==> src/hw/rtl/pfrc_pkg.sv <==
package pfrc_pkg;

	localparam int FREQ_W = 16;
	localparam int DIV_EXP_W = 3;
	localparam int MHZ_W = 13;
	localparam int P_W = 18;
	localparam int INT_W = 8;
	localparam int FRAC_W = 10;
	localparam int MOD_W = 10;
	localparam int WORD_W = 32;
	localparam int BEAT_W = 2;

	localparam logic [FREQ_W-1:0] FREQ_MIN = 16'd350;
	localparam logic [FREQ_W-1:0] FREQ_MAX = 16'd44000;
	localparam int MAX_DIV_EXP = 6;
	localparam logic [18:0] VCO_MIN_MHZ = 19'd2200;
	localparam logic [18:0] VCO_MAX_MHZ = 19'd4400;

	// floor(f / 10) as (f * 52429) >> 19, exact for f up to 44000
	localparam logic [15:0] MHZ_RECIP = 16'd52429;
	localparam int MHZ_SHIFT = 19;

	// floor(p / 1000) as (p * 268436) >> 28, exact for p below 2^18
	localparam logic [18:0] RECIP_1000 = 19'd268436;
	localparam int RECIP_1000_SHIFT = 28;
	localparam logic [P_W-1:0] MOD_START = 18'd1000;

	// exact-multiple tests by 5, 25 and 125 on values below 1000
	localparam logic [20:0] RECIP_5 = 21'd205;
	localparam logic [20:0] RECIP_25 = 21'd1311;
	localparam logic [20:0] RECIP_125 = 21'd1049;

	// modulus left after dividing 1000 by 5 zero to three times
	localparam logic [MOD_W-1:0] MOD_BY_G5 [4] = '{10'd1000, 10'd200, 10'd40, 10'd8};

	localparam int QUEUE_AW = 1;
	localparam int QUEUE_DEPTH = 1 << QUEUE_AW;

	localparam logic [BEAT_W-1:0] LAST_BEAT = 2'd3;
	localparam logic [WORD_W-1:0] POWER_MASK = 32'h0000_0018;

	typedef enum logic [1:0] {
		CFG_R1_BASE = 2'd0,
		CFG_R4_BASE = 2'd1,
		CFG_RF_OFF  = 2'd2,
		CFG_POWER   = 2'd3
	} cfg_idx_t;

	typedef struct packed {
		logic [FREQ_W-1:0]    freq;
		logic [DIV_EXP_W-1:0] div_exp;
	} job_t;

	typedef struct packed {
		logic [WORD_W-1:0] r1_base;
		logic [WORD_W-1:0] r4_base;
		logic [WORD_W-1:0] rf_off;
		logic [1:0]        power;
	} cfg_t;

endpackage

==> src/hw/rtl/pll_frequency_register_calc.sv <==
// channel   dir  handshake            payload
// s_*       in   s_tvalid / s_tready  s_tdata[15:0] freq_tenths_mhz
// m_*       out  m_tvalid / m_tready  m_tdata[31:0] reg_word, m_tlast last
// cfg_*     in   cfg_we               cfg_index register, cfg_wdata value
//
// one request gives four output beats: rf-off, r0, r1, r4
// sustained rate is set by the output word serializer and by m_tready stalls
// first word passes the queue, the s1, s2 and s3 registers and the word serializer
// a two-entry queue sits between the classifier and the arithmetic pipeline
// reset clears the config registers to zero and empties queue and pipeline
module pll_frequency_register_calc (
	input  logic        clk,
	input  logic        arst_n,
	input  logic        s_tvalid,
	output logic        s_tready,
	input  logic [15:0] s_tdata,   // [15:0] freq_tenths_mhz
	output logic        m_tvalid,
	input  logic        m_tready,
	output logic [31:0] m_tdata,   // [31:0] reg_word
	output logic        m_tlast,
	input  logic        cfg_we,
	input  logic [1:0]  cfg_index,
	input  logic [31:0] cfg_wdata
);
	import pfrc_pkg::*;

	cfg_t cfg_q;
	logic push, push_ready, q_valid, q_pop;
	job_t push_job, q_job;

	always_ff @(posedge clk or negedge arst_n) begin
		if (!arst_n) begin
			cfg_q <= '0;
		end else if (cfg_we) begin
			case (cfg_idx_t'(cfg_index))
				CFG_R1_BASE: cfg_q.r1_base <= cfg_wdata;
				CFG_R4_BASE: cfg_q.r4_base <= cfg_wdata;
				CFG_RF_OFF:  cfg_q.rf_off <= cfg_wdata;
				CFG_POWER:   cfg_q.power <= cfg_wdata[1:0];
				default: begin
				end
			endcase
		end
	end

	pfrc_front u_front (
		.in_valid   (s_tvalid),
		.in_ready   (s_tready),
		.in_freq    (s_tdata),
		.push       (push),
		.push_job   (push_job),
		.push_ready (push_ready)
	);

	pfrc_queue u_queue (
		.clk        (clk),
		.arst_n     (arst_n),
		.push       (push),
		.push_job   (push_job),
		.push_ready (push_ready),
		.pop_valid  (q_valid),
		.pop_job    (q_job),
		.pop        (q_pop)
	);

	pfrc_back u_back (
		.clk       (clk),
		.arst_n    (arst_n),
		.cfg       (cfg_q),
		.job_valid (q_valid),
		.job       (q_job),
		.job_pop   (q_pop),
		.out_valid (m_tvalid),
		.out_ready (m_tready),
		.out_word  (m_tdata),
		.out_last  (m_tlast)
	);

`ifndef SYNTHESIS
	// a run of four words never breaks off between beats
	a_run_continues: assert property (@(posedge clk) disable iff (!arst_n)
		m_tvalid && m_tready && !m_tlast |=> m_tvalid)
		else $error("output run broke off before its last beat");

	// the beat after a last beat opens a new run
	a_last_single: assert property (@(posedge clk) disable iff (!arst_n)
		m_tvalid && m_tready && m_tlast |=> !m_tlast)
		else $error("last flagged on two beats in a row");

	// an accepted request is held in the queue on the next cycle
	a_push_lands: assert property (@(posedge clk) disable iff (!arst_n)
		s_tvalid && s_tready |=> q_valid)
		else $error("accepted request missing from queue");
`endif

endmodule

==> src/hw/rtl/pfrc_front.sv <==
module pfrc_front (
	input  logic                              in_valid,
	output logic                              in_ready,
	input  logic [pfrc_pkg::FREQ_W-1:0]       in_freq,
	output logic                              push,
	output pfrc_pkg::job_t                    push_job,
	input  logic                              push_ready
);
	import pfrc_pkg::*;

	logic [FREQ_W-1:0]    freq_c;
	logic [31:0]          mhz_prod;
	logic [MHZ_W-1:0]     mhz;
	logic [DIV_EXP_W-1:0] div_exp;

	always_comb begin
		if (in_freq < FREQ_MIN) begin
			freq_c = FREQ_MIN;
		end else if (in_freq > FREQ_MAX) begin
			freq_c = FREQ_MAX;
		end else begin
			freq_c = in_freq;
		end
	end

	assign mhz_prod = {16'b0, freq_c} * {16'b0, MHZ_RECIP};
	assign mhz = mhz_prod[MHZ_SHIFT +: MHZ_W];

	// smallest exponent that lands the vco in range, largest if none does
	always_comb begin
		logic [18:0] scaled;
		scaled = '0;
		div_exp = DIV_EXP_W'(MAX_DIV_EXP);
		for (int i = MAX_DIV_EXP; i >= 0; i--) begin
			scaled = {6'b0, mhz} << i;
			if (scaled >= VCO_MIN_MHZ && scaled <= VCO_MAX_MHZ) begin
				div_exp = DIV_EXP_W'(i);
			end
		end
	end

	assign in_ready = push_ready;
	assign push = in_valid && push_ready;
	assign push_job.freq = freq_c;
	assign push_job.div_exp = div_exp;

endmodule

==> src/hw/rtl/pfrc_queue.sv <==
module pfrc_queue (
	input  logic           clk,
	input  logic           arst_n,
	input  logic           push,
	input  pfrc_pkg::job_t push_job,
	output logic           push_ready,
	output logic           pop_valid,
	output pfrc_pkg::job_t pop_job,
	input  logic           pop
);
	import pfrc_pkg::*;

	job_t                mem_q [QUEUE_DEPTH];
	logic [QUEUE_AW-1:0] wr_ptr_q;
	logic [QUEUE_AW-1:0] rd_ptr_q;
	logic [QUEUE_AW:0]   count_q;
	logic                do_push;
	logic                do_pop;

	assign push_ready = count_q != (QUEUE_AW+1)'(QUEUE_DEPTH);
	assign pop_valid = count_q != '0;
	assign do_push = push && push_ready;
	assign do_pop = pop && pop_valid;
	assign pop_job = mem_q[rd_ptr_q];

	always_ff @(posedge clk) begin
		if (do_push) begin
			mem_q[wr_ptr_q] <= push_job;
		end
	end

	always_ff @(posedge clk or negedge arst_n) begin
		if (!arst_n) begin
			wr_ptr_q <= '0;
			rd_ptr_q <= '0;
			count_q <= '0;
		end else begin
			if (do_push) begin
				wr_ptr_q <= wr_ptr_q + 1'b1;
			end
			if (do_pop) begin
				rd_ptr_q <= rd_ptr_q + 1'b1;
			end
			if (do_push && !do_pop) begin
				count_q <= count_q + 1'b1;
			end else if (do_pop && !do_push) begin
				count_q <= count_q - 1'b1;
			end
		end
	end

endmodule

==> src/hw/rtl/pfrc_back.sv <==
module pfrc_back (
	input  logic                          clk,
	input  logic                          arst_n,
	input  pfrc_pkg::cfg_t                cfg,
	input  logic                          job_valid,
	input  pfrc_pkg::job_t                job,
	output logic                          job_pop,
	output logic                          out_valid,
	input  logic                          out_ready,
	output logic [pfrc_pkg::WORD_W-1:0]   out_word,
	output logic                          out_last
);
	import pfrc_pkg::*;

	// stage 1: vco ratio and integer part
	logic                 v_s1;
	logic [P_W-1:0]       p_s1;
	logic [INT_W-1:0]     int_s1;
	logic [DIV_EXP_W-1:0] k_s1;
	// stage 2: fraction
	logic                 v_s2;
	logic [FRAC_W-1:0]    frac_s2;
	logic [INT_W-1:0]     int_s2;
	logic [DIV_EXP_W-1:0] k_s2;
	// stage 3: factors of five removed
	logic                 v_s3;
	logic [FRAC_W-1:0]    frac5_s3;
	logic [1:0]           g5_s3;
	logic [INT_W-1:0]     int_s3;
	logic [DIV_EXP_W-1:0] k_s3;
	// word serializer
	logic                 busy_q;
	logic [BEAT_W-1:0]    beat_q;
	logic [WORD_W-1:0]    word_q [4];

	logic rdy_s1, rdy_s2, rdy_s3, ser_free;

	assign ser_free = !busy_q || (out_ready && beat_q == LAST_BEAT);
	assign rdy_s3 = !v_s3 || ser_free;
	assign rdy_s2 = !v_s2 || rdy_s3;
	assign rdy_s1 = !v_s1 || rdy_s2;
	assign job_pop = rdy_s1;

	logic [24:0]     p_wide;
	logic [P_W-1:0]  p_c;
	logic [36:0]     int_prod;

	assign p_wide = {7'b0, job.freq, 2'b00} << job.div_exp;
	assign p_c = p_wide[P_W-1:0];
	assign int_prod = {19'b0, p_c} * {18'b0, RECIP_1000};

	logic [P_W-1:0] int_times_mod;
	logic [P_W-1:0] frac_full;

	assign int_times_mod = {10'b0, int_s1} * MOD_START;
	assign frac_full = p_s1 - int_times_mod;

	logic [20:0]       prod5, prod25, prod125;
	logic [1:0]        g5_c;
	logic [FRAC_W-1:0] frac5_c;

	assign prod5 = {11'b0, frac_s2} * RECIP_5;
	assign prod25 = {11'b0, frac_s2} * RECIP_25;
	assign prod125 = {11'b0, frac_s2} * RECIP_125;

	// a multiple leaves a small remainder field after the reciprocal product
	always_comb begin
		if (prod125[16:0] < RECIP_125[16:0]) begin
			g5_c = 2'd3;
			frac5_c = FRAC_W'(prod125[20:17]);
		end else if (prod25[14:0] < RECIP_25[14:0]) begin
			g5_c = 2'd2;
			frac5_c = FRAC_W'(prod25[20:15]);
		end else if (prod5[9:0] < RECIP_5[9:0]) begin
			g5_c = 2'd1;
			frac5_c = FRAC_W'(prod5[20:10]);
		end else begin
			g5_c = 2'd0;
			frac5_c = frac_s2;
		end
	end

	logic [1:0]        g2_c;
	logic [FRAC_W-1:0] frac_r;
	logic [MOD_W-1:0]  mod_r;
	logic [WORD_W-1:0] r0_c, r1_c, r4_c;

	// both still even: at most three factors of two, zero fraction takes all three
	always_comb begin
		if (frac5_s3[0]) begin
			g2_c = 2'd0;
		end else if (frac5_s3[1]) begin
			g2_c = 2'd1;
		end else if (frac5_s3[2]) begin
			g2_c = 2'd2;
		end else begin
			g2_c = 2'd3;
		end
	end

	assign frac_r = frac5_s3 >> g2_c;
	assign mod_r = MOD_BY_G5[g5_s3] >> g2_c;
	assign r0_c = {9'b0, int_s3, 15'b0} + {19'b0, frac_r, 3'b0};
	assign r1_c = cfg.r1_base + {19'b0, mod_r, 3'b0};
	assign r4_c = ((cfg.r4_base & ~POWER_MASK) | {27'b0, cfg.power, 3'b0})
		+ {9'b0, k_s3, 20'b0};

	always_ff @(posedge clk) begin
		if (rdy_s1) begin
			p_s1 <= p_c;
			int_s1 <= int_prod[RECIP_1000_SHIFT +: INT_W];
			k_s1 <= job.div_exp;
		end
		if (rdy_s2) begin
			frac_s2 <= frac_full[FRAC_W-1:0];
			int_s2 <= int_s1;
			k_s2 <= k_s1;
		end
		if (rdy_s3) begin
			frac5_s3 <= frac5_c;
			g5_s3 <= g5_c;
			int_s3 <= int_s2;
			k_s3 <= k_s2;
		end
		if (ser_free) begin
			word_q[0] <= cfg.rf_off;
			word_q[1] <= r0_c;
			word_q[2] <= r1_c;
			word_q[3] <= r4_c;
		end else if (out_ready) begin
			word_q[0] <= word_q[1];
			word_q[1] <= word_q[2];
			word_q[2] <= word_q[3];
		end
	end

	always_ff @(posedge clk or negedge arst_n) begin
		if (!arst_n) begin
			v_s1 <= 1'b0;
			v_s2 <= 1'b0;
			v_s3 <= 1'b0;
			busy_q <= 1'b0;
			beat_q <= '0;
		end else begin
			if (rdy_s1) begin
				v_s1 <= job_valid;
			end
			if (rdy_s2) begin
				v_s2 <= v_s1;
			end
			if (rdy_s3) begin
				v_s3 <= v_s2;
			end
			if (ser_free) begin
				busy_q <= v_s3;
				beat_q <= '0;
			end else if (out_ready) begin
				beat_q <= beat_q + 1'b1;
			end
		end
	end

	assign out_valid = busy_q;
	assign out_word = word_q[0];
	assign out_last = busy_q && beat_q == LAST_BEAT;

endmodule

==> config.mk <==
export PLATFORM = sky130hd
export DESIGN_NAME = pll_frequency_register_calc
export DESIGN_NICKNAME = d
export VERILOG_FILES = /design/src/hw/rtl/pfrc_pkg.sv /design/src/hw/rtl/pll_frequency_register_calc.sv /design/src/hw/rtl/pfrc_front.sv /design/src/hw/rtl/pfrc_queue.sv /design/src/hw/rtl/pfrc_back.sv
export SDC_FILE = /design/constraint.sdc
export NUM_CORES = 1
export LEC_CHECK = 0
export BUFFER_PORTS_ARGS = -buffer_cell sky130_fd_sc_hd__buf_4
export CORE_ASPECT_RATIO = 0.5
export CORE_MARGIN = 3
export CORE_UTILIZATION = 60
export DETAILED_ROUTE_END_ITERATION = 10
export PLACE_DENSITY = 0.77
export SYNTH_ARGS = -nofsm -noshare
export SYNTH_HDL_FRONTEND = slang
export SYNTH_SLANG_ARGS = --single-unit
==> constraint.sdc <==
create_clock -name clk -period 15.1 [get_ports clk]
set_input_delay 0 -clock clk [delete_from_list [all_inputs] [get_ports clk]]
set_output_delay 0 -clock clk [all_outputs]
set_load 0.01 [all_outputs]
==> out/qor.yml <==
cts:
  htreeDepth: 1
  path_clk_slew_ps: 60
  clockBufferDepth: 3
  post-cts-setup-buffer-count: 0
  root_buffer: "clkbuf_16"
  clock_sinks: 333
  cts_tree: "yes"
  clock_latency_ps: 590
  cts_buffers: 31
synth:
  synth_nets: 3229
  ys.flop_type: "edfxtp_1"
  synthArstFlopShare_pct: 31.83
  synth.area.top_cells: "edfxtp_1 25%, ha_1 20%, fa_1 12%"
  yosysTopAreaCellShare_pct: 24.82
  synth_area_um2: 27470
  ys_seq_area_share_pct: 34.48
  synth-compound-area-share_pct: 8.537
  synth.most_common_cell: "ha_1"
  synthTopCellsByCount: "432 x ha_1, 421 x inv_1, 239 x nand2_1, 227 x edfxtp_1, 161 x fa_1"
  yosysTopAreaCell: "edfxtp_1"
  yosysWarnings: 0
  synth_adder_area_share_pct: 31.41
  synth-edff-count: 227
  synth-simple-area-share_pct: 9.134
  synth.avg_cell_area_um2: 10.64
  synth_cell_type_count: 88
  synth_cells: 2581
  synth_top_family_by_area: "adder cells"
  muxShareOfSynthArea_pct: 5.612
  ys_ff_latch: 333
  synthXorXnorAreaFrac_pct: 3.344
hold_path:
  holdPathEnd: "u_queue.mem_q[1][11]"
  worstHoldPathCells: 2
  min_path_type: "in -> reg"
  hp-start: "s_tdata[8]"
place:
  port-buffer-count: 89
  pre_cts_slack_ps: 6659
  hpwl_mm: 44.05
  gp_congestion: 0.9125
grt:
  grt.total_usage_pct: 24.82
  grt_first_pass_wirelength_mm: 96.37
  antenna_found_initial: 1
  grt_overflow_total: 0
  grt_max_degree: 93
  grt_pass1_vias: 18888
sta:
  whs_ps: 26.66
  rsz0062_at_grt: "false"
  skew_ps: 17.78
  slew_violations: 0
  setup_violations: 0
  min_period_ps: 8510
  relSlewSlack_pct: 24.53
  period_share_pct: 56.36
  layout_setup_ws_ps: 6590
  worstMarginPinSlew_ps: 1132
  max_freq_mhz: 117.5
  final_hold_viol_count: 0
  setup_tns_ps: 0
cells_and_area:
  area_delta_synth_final_pct: 9.689
  drive_gt1_share_pct: 11.12
  num-fill-cells: 3303
  finish.net_count: 3331
route:
  first_pass_iters: 5
  antenna_left: 0
  vias_per_cell: 5.595
  wl_per_cell_um: 17.60
  routed_wl_mm: 58.02
  drt_iter0_drc: 1088
  drc: 0
  num_vias: 18446
floorplan:
  rows: 54
  core_area_um2: 44390
  pin_count: 90
  dieArea_um2: 48540
  die_h_um: 157.3
  start_util_pct: 61.87
  die_w_um: 308.6
worst_setup_path:
  ff2ff_path_depth: 27
  reg2reg_slack_ps: 6710
  required_ps: 15410
  crit_top_cell: "fa_1"
  r2r-end: "u_back.int_s1[7]"
  worstPathMaxFanout: 11
  critical_path_class: "in -> reg"
  cp_data_arrival_time_ps: 8820
  cp_slowest_cell: "xor2_1"
  cp_slowest_stage_delay_ps: 600
  reg2reg_from: "u_queue.rd_ptr_q"
  start_kind: "primary input"
  end_kind: "register"
job:
  cap_violations: 0
outcome:
  status: "finished, final reports clean"
==> per-stage QoR <==
stage / area, um2 / cells / utilization, %
floorplan: 27470 / 2581 / -
global placement: 28590 / 3188 / 64.40
detailed placement: 28590 / 3188 / 64.40
CTS: 30130 / 3296 / 67.86
global route: 30130 / 3297 / 67.87
finish: 30130 / 3297 / 67.87
==> layer usage <==
metal	up-vias	global-route usage (%)	wire length (um)
li1	8972	-	-
met1	8978	32.77	25840
met2	395	44.46	28420
met3	101	2.649	2449
met4	0	5.854	1312
met5	-	0	0
==> state kept, by name, indices dropped and copies added (netlist names), 3 cells and up <==
register and flops:
u_back.word_q 128, u_back.int_s2 8, u_back.frac_s2 8, cfg_q 96
u_queue.mem_q 38, u_back.k_s1 3, u_back.k_s3 3, u_back.frac5_s3 10
u_back.int_s1 8, u_back.p_s1 8, u_back.int_s3 8, u_back.k_s2 3
==> cell type report <==
class	instances	area (um2)	area share, %
diodes	1	2.502	0.008306
inverters	422	1584	5.258
flip-flops and latches	333	9469	31.43
well taps	588	735.7	2.442
clock inverters	13	148.9	0.4942
repair buffers	162	1351	4.485
clock buffers	45	878.3	2.915
multi-input cells	1733	15960	52.97
==> cells by family after synthesis <==
kind of cell,after synthesis
xor gates and xnor gates,101
DFF,333
buffers and inverters,515
adders and majority gates,593
AOI/OAI and AO/OA,358
and+or+nand+nor,540
muxes,141
==> critical path: cells and delay by family <==
family          cells  cell delay [ps]
xor+xnor            1              600
compound gates      8             1890
mux                 1              260
fa+ha+maj           7             3360
simple gates        6             1690
buf+inv             6              990
==> cells in the final DEF (no fill, tap or decap), types with 65 or more instances in the layout <==
master / Yosys / routed
a21oi_1: 102 / 102
buf_4: 32 / 112
dfrtp_1: 106 / 106
edfxtp_1: 227 / 227
fa_1: 161 / 161
ha_1: 432 / 432
inv_1: 421 / 421
mux2_2: 104 / 104
nand2_1: 239 / 238
nor2_1: 113 / 113
o21ai_0: 92 / 92
xnor2_1: 65 / 65
==> worst max-delay path by stage <==
stage,startpoint,end,slack [ps],depth (start not counted)
4_1_cts,s_tdata[15],u_queue.mem_q[0][2],6700,29
3_3_place_gp,s_tdata[14],u_queue.mem_q[0][2],6810,27
5_1_grt,u_queue.rd_ptr_q,u_back.int_s1[7],5920,27
2_1_floorplan,s_tdata[14],u_queue.mem_q[0][2],7600,29
6_report,s_tdata[15],u_queue.mem_q[0][2],6590,29
3_5_place_dp,s_tdata[15],u_queue.mem_q[0][2],6660,28
==> timing repair <==
| item | CTS | global route |
|---|---|---|
| endpoints found under the hold margin | 169 | 0 |
| resized for setup | 0 | 0 |
| hold buffers | 50 | 0 |
Power is not shown: default switching activity piles up to over one toggle a cycle in this logic, so the estimate is an artifact.
